`src/design/rbdt_pkg.sv`:
```
// Package: shared types and constants for the rigid body derived transform.
package rbdt_pkg;
  localparam int NUM_REGS = 6;
  localparam int ROWS = 6;

  localparam logic [2:0] REG_XX = 3'd0;
  localparam logic [2:0] REG_YY = 3'd1;
  localparam logic [2:0] REG_ZZ = 3'd2;
  localparam logic [2:0] REG_XY = 3'd3;
  localparam logic [2:0] REG_XZ = 3'd4;
  localparam logic [2:0] REG_YZ = 3'd5;

  typedef struct packed {
    logic signed [15:0] quat_w;
    logic signed [15:0] quat_x;
    logic signed [15:0] quat_y;
    logic signed [15:0] quat_z;
    logic signed [31:0] pos_x;
    logic signed [31:0] pos_y;
    logic signed [31:0] pos_z;
  } in_word_t;

  typedef struct packed {
    logic [2:0]         row_index;
    logic signed [31:0] col_a;
    logic signed [31:0] col_b;
    logic signed [31:0] col_c;
    logic signed [31:0] col_d;
    logic               last;
  } out_word_t;

  typedef struct packed {
    logic [2:0]  index;
    logic [31:0] data;
  } cfg_word_t;

  // rotation matrix plus translation, as queued between front and back
  typedef struct packed {
    logic signed [8:0][31:0] r;
    logic signed [2:0][31:0] pos;
  } xform_t;

  function automatic logic signed [31:0] sat32(input logic signed [47:0] v);
    if (v > 48'sd2147483647) return 32'h7fffffff;
    if (v < -48'sd2147483648) return 32'h80000000;
    return v[31:0];
  endfunction
endpackage

```
`src/design/rbdt_queue.sv`:
```
// Queue: short FIFO of transforms between front and back.
module rbdt_queue
  import rbdt_pkg::*;
#(
  parameter int DEPTH = 2
) (
  input  logic   clk,
  input  logic   rst_n,
  input  logic   wr_valid,
  output logic   wr_ready,
  input  xform_t wr_data,
  output logic   rd_valid,
  input  logic   rd_ready,
  output xform_t rd_data
);
  localparam int AW = (DEPTH > 1) ? $clog2(DEPTH) : 1;
  xform_t mem_r [DEPTH];
  logic [AW-1:0] wp_r, rp_r;
  logic [AW:0] cnt_r;
  logic wr, rd;

  assign wr_ready = cnt_r != (AW+1)'(DEPTH);
  assign rd_valid = cnt_r != '0;
  assign wr = wr_valid && wr_ready;
  assign rd = rd_valid && rd_ready;
  assign rd_data = mem_r[rp_r];

  function automatic logic [AW-1:0] inc(input logic [AW-1:0] p);
    return (p == AW'(DEPTH - 1)) ? '0 : p + 1'b1;
  endfunction

  always_ff @(posedge clk) begin
    if (!rst_n) begin
      wp_r <= '0;
      rp_r <= '0;
      cnt_r <= '0;
    end else begin
      if (wr) wp_r <= inc(wp_r);
      if (rd) rp_r <= inc(rp_r);
      cnt_r <= cnt_r + (AW+1)'(wr) - (AW+1)'(rd);
    end
  end

  always_ff @(posedge clk) begin
    if (wr) mem_r[wp_r] <= wr_data;
  end
endmodule

```
`config.mk`:
```
export PLATFORM = sky130hd
export DESIGN_NAME = rbdt_queue
export DESIGN_NICKNAME = d
export VERILOG_FILES = /design/src/design/rbdt_pkg.sv /design/src/design/rbdt_queue.sv
export SDC_FILE = /design/constraint.sdc
export NUM_CORES = 1
export LEC_CHECK = 0
export BUFFER_PORTS_ARGS = -buffer_cell sky130_fd_sc_hd__buf_4
export CAP_MARGIN = 5
export CORE_ASPECT_RATIO = 1.75
export CORE_MARGIN = 2
export CORE_UTILIZATION = 30
export DETAILED_ROUTE_END_ITERATION = 6
export PLACE_DENSITY_LB_ADDON = 0.1
export SLEW_MARGIN = 20
export SYNTH_ARGS = -nofsm -noshare
export SYNTH_HDL_FRONTEND = slang
export SYNTH_SLANG_ARGS = --single-unit
```
`constraint.sdc`:
```
create_clock -name clk -period 17.5 [get_ports clk]
set_clock_uncertainty 0.1 [all_clocks]
set_input_delay 3.5 -clock clk [delete_from_list [all_inputs] [get_ports clk]]
set_output_delay 3.5 -clock clk [all_outputs]
set_load 0.05 [all_outputs]
```
After elaboration in Yosys (flattened, before gate mapping)
Memory sizes are Yosys's and may differ from the RTL's. A register that Yosys moved wholly into a read port is not among the register bits. Cells that the tools add are included.

Logic and storage cells: 18. Memory bits (writable): 768. Register bits: 4. Output and inout bits: 386. Input port bits: 388. Memories kept: 1.

Mux-type cells: 6. Equal/unequal tests: 1. Add/subtract/negate cells: 4. Reductions and logical operators: 3.

Memory list: mem_r (words 2, width 384, read ports 1, clocked after memory_dff 1, write ports 1, RTL line rbdt_queue.sv:17) `xform_t mem_r [DEPTH];`.

Operator list (count): 1-bit 2-to-1 mux (6); 1-bit adder, second input constant (2); 2-bit by 1-bit adder with 2-bit output (1); 1-bit logical AND (2); 2-bit inequality test, second input constant (1); 2-bit nonzero test (1); 2-bit by 1-bit subtractor with 2-bit output (1).

Depth between registers and ports, before layout
Gate-level depths: netlist (run 1).

Depth in word-level cells: 4. Mapped depth: 6. Gate-level depth less buffers: 6.

Least setup slack after synthesis (run 1)
No wires, ideal clock.

Kind: input-to-reg. From: input port wr_valid. To: memory mem_r[1][0] (netlist bit), enable pin. Arrival: 12.265 ns. Library setup time: 0.799 ns. Slack: 4.336 ns. Stages on the path: 1. Buffers on the path: 0. Required time: 16.601 ns. Cell sequence: and3_1.

Cells in the longest elaborated chain, start to end: 3.

Ends and longest elaborated chain: start, declared (RTL line rbdt_queue.sv:9) `input logic wr_valid,`; 1-bit logical AND (RTL line rbdt_queue.sv:24) `assign wr = wr_valid && wr_ready;`; 1-bit 2-to-1 mux (RTL line rbdt_queue.sv:45) `if (wr) mem_r[wp_r] <= wr_data;`; 1-bit 2-to-1 mux (implied by the code) (RTL line rbdt_queue.sv:45); end, declared (RTL line rbdt_queue.sv:17).

Every way passes these cells.

==> impl_results.rst, run 1 <==
.. list-table::
   :header-rows: 1

   * - Metric
     - Value
   * - Main combinational cell family by area after synthesis
     - multiplexers
   * - Complex-gate fraction of the synthesized area
     - less than 1%
   * - Largest incremental delay on the critical path
     - 0.90 ns
   * - Total Routed Length
     - 79,700 um
   * - WP data required
     - 13.90 ns
   * - Final hold viol count
     - 0
   * - Share of the cycle needed by the critical path after routing
     - between 40% and 50%
   * - Type of the most critical hold path
     - register to register
   * - CTS sink count
     - ~770
   * - Pin count of the biggest net entering global routing
     - between 100 and 150
   * - Max Fanout on Critical Path
     - around 110
   * - Core Box Area
     - ~98,000 um2
   * - Most frequent standard cell in the layout excluding fill and tap cells
     - sky130_fd_sc_hd__buf_4
   * - Final total negative setup slack
     - 0 ns
   * - Count of yosys warnings during synthesis
     - 0
   * - Number of flops mapped to enable cells by yosys
     - between 700 and 800
   * - Horiz. Die Dim
     - 241 um
   * - Origin of the critical flop-to-flop path
     - cnt_r[0]
   * - Fraction of synthesized cell area in xor and xnor cells
     - less than 1%
   * - Met3 WL post-DR
     - 11,200 um
   * - Number of H-tree levels
     - 3
   * - R2R setup slack
     - between 10 and 15 ns
   * - Buffer depth of the longest clock path
     - 3
   * - Number of remaining DRC errors
     - 0
   * - Number of antenna violations at the first check in global routing
     - 24
   * - Post CTS Setup Buffer Count
     - 0
   * - Core utilization of the finished layout
     - around two fifths
   * - Die area
     - roughly 100,000 um2
   * - Setup crit end
     - rd_data[59]
   * - Boundary Pins
     - ~770
   * - Number of nets with antenna violations after detailed routing
     - 0
   * - Static leakage
     - ~15 nW
   * - Via count of the first global-routing pass
     - approximately 15,000
   * - Number of port buffers
     - slightly below 800
   * - Routed length on met2
     - 37,400 um
   * - Initial DRC Count
     - 712
   * - Kind of critical path
     - register to output port
   * - Power Density
     - around 150 nW/um2
   * - Worst skew pair latency
     - around 0.64 ns
   * - Maximum VDD drop
     - between 90 and 100 uV
   * - Category of cells accounting for the largest share of critical-path delay
     - buffers and inverters
   * - RSZ-0062 raised after global routing
     - false
   * - Number of buffers added to fix hold violations after cts
     - 0
   * - Reg clk slew, reported paths
     - ~0.060 ns
   * - Final slew viol count
     - 0
   * - Critical path launch point type
     - register
   * - Total standard cell area after synthesis
     - a little under 30,000 um2
   * - Register bit count reported by yosys
     - just under 800
   * - Std-Cell Rows
     - 152
   * - Unique masters post-synth
     - 26
   * - CTS-repair resized insts
     - 0
   * - Final setup violation count
     - 0
   * - Cells along the critical path
     - buf_4 > buf_4 > buf_12 > mux2_4 > buf_4
   * - Fin Hold WS
     - about 0.47 ns
   * - Data arrival time of the critical path
     - approximately 4.4 ns
   * - Total congestion overflow
     - 0
   * - Post-route non-filler standard cell count
     - roughly 3,400
   * - Area after detailed placement
     - roughly 37,000 um2
   * - Post-synthesis cell count
     - 1,224
   * - Library cell appearing most often on the critical path
     - sky130_fd_sc_hd__buf_4
   * - Area overhead of the layout relative to synthesis
     - 32.9%
   * - Area share of the largest cell type after synthesis
     - around four fifths
   * - Placer Congestion
     - about 0.8
   * - Post-Synth Adder-Cell Area
     - 0.0424%
   * - Mux share of post-synthesis cell area
     - about 19%
   * - Number of nets produced by synthesis
     - 1,613
   * - Detailed-route wire length on metal 1
     - between 20,000 and 30,000 um
   * - Router iterations before antenna repair
     - 5
   * - Status
     - finished clean
   * - Crit end category
     - output port
   * - Library cell occupying the most area in the post-synthesis netlist
     - sky130_fd_sc_hd__edfxtp_1
   * - Standard cell with the maximum stage delay on the critical path
     - sky130_fd_sc_hd__buf_4
   * - Floorplan die height
     - between 400 and 500 um
   * - Shortest clock period the worst path allows after layout
     - around 8 ns
   * - Worst Max-Slew Pin Slew
     - a little over 1 ns
   * - Starting density of the core
     - a little under a third
   * - Routed length per placed instance
     - 23.2 um
   * - Worst reg-to-reg path cell count
     - 4
   * - Syn Area/Cell
     - approximately 24 um2
   * - Top flip-flop cell by instance count after synthesis
     - sky130_fd_sc_hd__edfxtp_1
   * - Number of buffers inserted during clock tree synthesis
     - 77
   * - Relative max-transition margin
     - a little under a third
   * - Uppermost metal layer occupied by signal nets
     - met5
   * - Finished layout cell area
     - 39,200 um2
   * - Number of cells on the critical path
     - 5
   * - Crit path buf inv count
     - 4
   * - TritonCTS clock tree
     - built
   * - Count of nets after finishing
     - ~2,400
   * - Vias
     - between 10,000 and 15,000
   * - Share of flip-flops with an asynchronous set or reset after synthesis
     - 0%
   * - Via density per instance
     - around 4.2
   * - Reg2Reg Capture Point
     - mem_r[1][23]
   * - Post-detailed-placement half-perimeter wirelength
     - about 57,000 um
   * - Most area-consuming cells after synthesis
     - sky130_fd_sc_hd__edfxtp_1 (78%), sky130_fd_sc_hd__mux2_4 (18%), sky130_fd_sc_hd__buf_6 (1.1%), sky130_fd_sc_hd__mux2_2 (0.92%), sky130_fd_sc_hd__buf_8 (0.56%)
   * - Wire length of the first global-routing pass
     - roughly 110,000 um
   * - Sequential fraction of the synthesis area
     - about four fifths
   * - Leading cell types in the layout, fill and taps excluded
     - sky130_fd_sc_hd__buf_4 (782), sky130_fd_sc_hd__edfxtp_1 (768), sky130_fd_sc_hd__mux2_4 (360)
   * - Master cell of the clock root buffer
     - sky130_fd_sc_hd__clkbuf_16
   * - Placed cells
     - approximately 3,300
   * - Number of max-cap violations
     - 0
   * - Ratio of cells with drive above 1 in the final layout
     - about 61%
   * - Global routing usage summed across all routing layers
     - between 10% and 20%
   * - Area share of and/or/nand/nor cells after synthesis
     - less than 1%
   * - Maximum clock frequency
     - between 100 and 150 MHz
power by group:
part           internal (W)  switching, W  leakage [nW]  total (W)
Clock              0.000972      0.000711          1.24    0.00168
Sequential          0.00226     0.0000562          7.23    0.00231
Combinational      0.000730       0.00130          6.52    0.00203
Total               0.00396       0.00207          15.0    0.00603
worst min path at each step:
| stage | from | to | slack [ns] | depth (start not counted) |
|---|---|---|---|---|
| 2_1_floorplan | wp_r | wp_r | 0.43 | 2 |
| 3_5_place_dp | rp_r | register | 0.47 | 2 |
| 5_1_grt | rp_r | register | 0.51 | 2 |
| 4_1_cts | rp_r | register | 0.48 | 2 |
| 3_3_place_gp | rp_r | register | 0.47 | 2 |
| 6_report | rp_r | register | 0.47 | 2 |
state kept, by name, indices dropped and copies added (netlist names), named ones only:
register  count
cnt_r         2
rp_r          1
mem_r       768
wp_r          1
final cells by class:
class	count	area (um2)
Fill cell	9000	58500
Sequential cell	773	23200
Timing Repair Buffer	787	5980
Multi-Input combinational cell	407	5840
Clock buffer	89	2040
Tap cell	1309	1640
Clock inverter	55	532
Antenna cell	15	37.5
Inverter	1	11.3
stage by stage:
step	total power [W]	worst slack (ns)
2_1_floorplan	0.00393	4.34
3_3_place_gp	0.00440	10.25
3_5_place_dp	0.00441	10.18
4_1_cts	0.00612	9.44
5_1_grt	0.00625	9.32
6_report	0.00603	9.53
cell families after synthesis:
| logic type | count (synthesis) |
|---|---|
| buffers and inverters | 44 |
| flip-flops | 773 |
| AO/OA/AOI/OAI | 7 |
| AND/OR/NAND/NOR | 13 |
| multiplexers | 385 |
| XOR/XNOR | 1 |
| adder cells (fa/ha/maj) | 1 |
synthesized netlist by cell type, types with 2 or more instances:
library cell,count
sky130_fd_sc_hd__edfxtp_1,768
sky130_fd_sc_hd__mux2_4,360
sky130_fd_sc_hd__buf_6,28
sky130_fd_sc_hd__mux2_2,24
sky130_fd_sc_hd__buf_8,11
sky130_fd_sc_hd__dfxtp_1,5
sky130_fd_sc_hd__and2_1,3
sky130_fd_sc_hd__a21bo_2,2
sky130_fd_sc_hd__buf_12,2
sky130_fd_sc_hd__buf_2,2
sky130_fd_sc_hd__nand2b_1,2
sky130_fd_sc_hd__nor2_1,2
sky130_fd_sc_hd__o21ai_0,2
per-layer routing:
metal | GRT usage (%) | vias to the layer above
met1 | 16.2 | 7194
met3 | 9.14 | 111
li1 | - | 6575
met4 | 7.04 | 18
met2 | 24.2 | 678
met5 | 0 | -
worst register-to-register path: stages (launching register included):
cell	delay, ns
sky130_fd_sc_hd__dfxtp_1	0.43
sky130_fd_sc_hd__nand2b_1	0.22
sky130_fd_sc_hd__and3_4	0.80
sky130_fd_sc_hd__buf_4	0.85
sky130_fd_sc_hd__buf_12	0.59
No activity file was read; power rests on OpenSTA's default activity.
==> run 2: changes to the inputs <==
ABC_AREA = 1   (was not set)
clock period = 7 ns   (was 17.5 ns; I/O delays follow)
==> run 2 against run 1 <==
- sequential share of layout area grew 0.17 points
- utilization down 0.12 points
- total power increased to 2.7 times the previous value
- critical path depth decreased by 2
- critical path type unchanged
- largest cell class unchanged
==> impl_results.rst, run 2 <==
.. list-table::
   :header-rows: 1

   * - Metric
     - Value
   * - Commonest cells in the synthesized netlist
     - sky130_fd_sc_hd__edfxtp_1 (768), sky130_fd_sc_hd__mux2_4 (360), sky130_fd_sc_hd__buf_6 (28) (unchanged)
   * - Status
     - finished clean (unchanged)
   * - Worst skew pair latency
     - 0.64 ns (about the same)
   * - Largest incremental delay on the critical path
     - 0.80 ns (was 0.90 ns)
   * - Global routing usage summed across all routing layers
     - 15.3% (about the same)
   * - Area after detailed placement
     - 36,700 um2 (was 36,600 um2)
   * - Data arrival time of the critical path
     - 2.90 ns (was 4.37 ns)
   * - WP data required
     - 5.50 ns (was 13.90 ns)
   * - Number of port buffers
     - 773 (unchanged)
   * - Total standard cell area after synthesis
     - 29,500 um2 (about the same)
   * - Origin of the critical flop-to-flop path
     - cnt_r[0] (unchanged)
   * - Horiz. Die Dim
     - 241 um (about the same)
   * - Type of the most critical hold path
     - register to register (unchanged)
   * - Number of filler cells placed in the layout
     - 9,022 (was 9,000)
   * - Worst setup slack after layout
     - 2.60 ns (was 9.53 ns)
   * - Finished layout cell area
     - 39,100 um2 (was 39,200 um2)
   * - Area overhead of the layout relative to synthesis
     - 32.6% (was 32.9%)
   * - Number of H-tree levels
     - 3 (unchanged)
   * - Area share of the largest cell type after synthesis
     - 78.2% (was 78.1%)
   * - Library cell occupying the most area in the post-synthesis netlist
     - sky130_fd_sc_hd__edfxtp_1 (unchanged)
   * - Final hold viol count
     - 0 (unchanged)
   * - Unique masters post-synth
     - 15 (was 26)
   * - Met3 WL post-DR
     - 11,100 um (was 11,200 um)
   * - Reg2Reg Capture Point
     - mem_r[0][331] (was mem_r[1][23])
   * - Register bit count reported by yosys
     - 773 (unchanged)
   * - Count leader, synth
     - sky130_fd_sc_hd__edfxtp_1 (unchanged)
   * - Share of flip-flops with an asynchronous set or reset after synthesis
     - 0% (unchanged)
   * - Total congestion overflow
     - 0 (unchanged)
   * - Top flip-flop cell by instance count after synthesis
     - sky130_fd_sc_hd__edfxtp_1 (unchanged)
   * - Sequential fraction of the synthesis area
     - 78.5% (was 78.4%)
   * - Number of buffers inserted during clock tree synthesis
     - 78 (was 77)
   * - Share of the cycle needed by the critical path after routing
     - approximately 63%
   * - Router iterations before antenna repair
     - 4 (was 5)
   * - Syn Area/Cell
     - 24.0 um2 (was 24.1 um2)
   * - Buffer depth of the longest clock path
     - 3 (unchanged)
   * - Category of cells accounting for the largest share of critical-path delay
     - buffers and inverters (unchanged)
   * - Most area-consuming cells after synthesis
     - sky130_fd_sc_hd__edfxtp_1 (78%), sky130_fd_sc_hd__mux2_4 (18%), sky130_fd_sc_hd__buf_6 (1.1%), sky130_fd_sc_hd__mux2_2 (0.92%), sky130_fd_sc_hd__buf_8 (0.56%) (unchanged)
   * - Std-Cell Rows
     - 152 (unchanged)
   * - Register ranked first by flip-flop count
     - mem_r (unchanged)
   * - Post CTS Setup Buffer Count
     - 0 (unchanged)
   * - Cells along the critical path
     - buf_12 > mux2_2 > buf_4 (was buf_4 > buf_4 > buf_12 > mux2_4 > buf_4)
   * - Shortest clock period the worst path allows after layout
     - 4.40 ns
   * - Ratio of cells with drive above 1 in the final layout
     - 60.5% (was 61.2%)
   * - Crit path buf inv count
     - 2 (was 4)
   * - R2R setup slack
     - 4.60 ns (was 13.90 ns)
   * - Count of yosys warnings during synthesis
     - 0 (unchanged)
   * - Hold_sp
     - rp_r (unchanged)
   * - Routed length on met2
     - 39,100 um (was 37,400 um)
   * - Total Routed Length
     - 79,400 um (was 79,700 um)
   * - Vias
     - 14,600 (about the same)
   * - Worst Max-Slew Pin Slew
     - 1.13 ns (was 1.03 ns)
   * - Via density per instance
     - 4.25 (was 4.24)
   * - Number of flops mapped to enable cells by yosys
     - 768 (unchanged)
   * - Max Fanout on Critical Path
     - 102 (was 114)
   * - Count of nets after finishing
     - 2,449 (was 2,436)
   * - Number of nets produced by synthesis
     - 1,620 (was 1,613)
   * - Maximum VDD drop
     - 264 uV (was 92.4 uV)
   * - Worst reg-to-reg path cell count
     - 5 (was 4)
   * - Crit end category
     - output port (unchanged)
   * - Starting density of the core
     - 30.2% (about the same)
   * - Pre-CTS setup slack
     - 3.22 ns (was 10.18 ns)
   * - Uppermost metal layer occupied by signal nets
     - met5 (unchanged)
   * - Flip-flop count of the largest register after layout
     - 768 (unchanged)
   * - Placer Congestion
     - 0.782 (was 0.785)
   * - Number of buffers added to fix hold violations after cts
     - 0 (unchanged)
   * - Most frequent standard cell in the layout excluding fill and tap cells
     - sky130_fd_sc_hd__buf_4 (unchanged)
   * - Power Density
     - 414 nW/um2 (was 154 nW/um2)
   * - Initial DRC Count
     - 638 (was 712)
   * - Pin count of the biggest net entering global routing
     - 151 (was 135)
   * - CTS-repair resized insts
     - 0 (unchanged)
   * - Post-synthesis cell count
     - 1,231 (was 1,224)
   * - Post-detailed-placement half-perimeter wirelength
     - 56,400 um (was 57,100 um)
   * - Core Box Area
     - 97,800 um2 (unchanged)
   * - Number of nets with antenna violations after detailed routing
     - 0 (unchanged)
   * - Wire length of the first global-routing pass
     - 110,000 um (about the same)
   * - TritonCTS clock tree
     - built (unchanged)
   * - RSZ-0062 raised after global routing
     - false (unchanged)
   * - Leading cell types in the layout, fill and taps excluded
     - sky130_fd_sc_hd__buf_4 (786), sky130_fd_sc_hd__edfxtp_1 (768), sky130_fd_sc_hd__mux2_4 (360) (was sky130_fd_sc_hd__buf_4 (782), sky130_fd_sc_hd__edfxtp_1 (768), sky130_fd_sc_hd__mux2_4 (360))
   * - Maximum clock frequency
     - 227 MHz
   * - Kind of critical path
     - register to output port (unchanged)
   * - CTS sink count
     - 773 (unchanged)
   * - Standard cell with the maximum stage delay on the critical path
     - sky130_fd_sc_hd__dfxtp_4 (was sky130_fd_sc_hd__buf_4)
   * - Static leakage
     - 15.0 nW (about the same)
   * - Final setup violation count
     - 0 (unchanged)
   * - Die area
     - 101,000 um2 (about the same)
   * - Critical path launch point type
     - register (unchanged)
   * - Number of max-cap violations
     - 0 (unchanged)
   * - Reg clk slew, reported paths
     - 0.06 ns (about the same)
   * - Relative max-transition margin
     - 24.5% (was 31.4%)
   * - Floorplan die height
     - 419 um (about the same)
   * - Detailed-route wire length on metal 1
     - 26,600 um (was 28,600 um)
   * - Via count of the first global-routing pass
     - 16,100 (was 15,400)
   * - Boundary Pins
     - 774 (unchanged)
   * - Routed length per placed instance
     - 23.1 um (was 23.2 um)
   * - Number of remaining DRC errors
     - 0 (unchanged)
   * - Number of antenna violations at the first check in global routing
     - 16 (was 24)
   * - Final slew viol count
     - 0 (unchanged)
   * - Hold Path Cell Cnt
     - 2 (unchanged)
   * - Master cell of the clock root buffer
     - sky130_fd_sc_hd__clkbuf_16 (unchanged)
   * - Largest registers
     - mem_r: 768 flops, cnt_r: 2 flops (unchanged)
[run 2: how the worst max path moves through the flow]
| stage | slack [ns] | endpoint | depth (start not counted) | start |
|---|---|---|---|---|
| 2_1_floorplan | -0.76 | mem_r[1][0] | 2 | wr_valid |
| 3_3_place_gp | 3.25 | rd_data[372] | 3 | register |
| 3_5_place_dp | 3.22 | rd_data[372] | 3 | register |
| 4_1_cts | 2.47 | rd_data[372] | 3 | register |
| 5_1_grt | 2.42 | rd_data[372] | 3 | register |
| 6_report | 2.60 | rd_data[372] | 3 | register |
[run 2: layout make-up]
cell class                      count  area [um2]  share of cell area (%)
Clock buffer                       94        2050                    5.25
Multi-Input combinational cell    408        5810                    14.9
Clock inverter                     46         394                    1.01
Antenna cell                        5        12.5                  0.0320
Tap cell                         1309        1640                    4.19
Inverter                            7        26.3                  0.0672
Sequential cell                   773       23200                    59.2
Timing Repair Buffer              792        6020                    15.4
[run 2: kinds of logic after synthesis]
family | Yosys count | share of synthesized area (%)
xor+xnor | 1 | 0.0297
buf+inv | 50 | 1.89
flops | 773 | 78.5
simple gates | 21 | 0.271
fa+ha+maj | 1 | 0.0424
mux | 384 | 19.2
compound gates | 1 | 0.0169
[run 2: where the power goes]
part / leakage, nW / switching, W / total (W) / internal, W
sequential: 7.22 / 0.000200 / 0.00608 / 0.00588
combinational: 6.59 / 0.00393 / 0.00605 / 0.00211
clock: 1.19 / 0.00178 / 0.00407 / 0.00229
total: 15.0 / 0.00591 / 0.0162 / 0.0103
[run 2: worst reg2reg max path, stage by stage, from the launching register on]
cell and delay [ns]:
sky130_fd_sc_hd__dfxtp_1 0.36, sky130_fd_sc_hd__inv_1 0.05, sky130_fd_sc_hd__nand2_1 0.17, sky130_fd_sc_hd__nand2_8 0.10, sky130_fd_sc_hd__nor2_4 0.30, sky130_fd_sc_hd__buf_12 0.56
[run 2: metal layers]
| metal | up-vias | track usage, % |
|---|---|---|
| li1 | 6564 | - |
| met1 | 7232 | 15.1 |
| met2 | 647 | 25.9 |
| met3 | 140 | 8.99 |
| met4 | 22 | 5.99 |
| met5 | - | 0 |
[run 2: through the flow]
step	total power (W)	std cells	setup TNS, ns	hold slack [ns]	util [%]
finish	0.0162	3434	0	0.410	40.0
floorplan	0.0107	1231	-572.59	0.367	-
global route	0.0168	3431	0	0.432	40.0
detailed placement	0.0123	3289	0	0.400	37.5
CTS	0.0165	3429	0	0.416	40.0
global placement	0.0123	3289	0	0.382	37.5
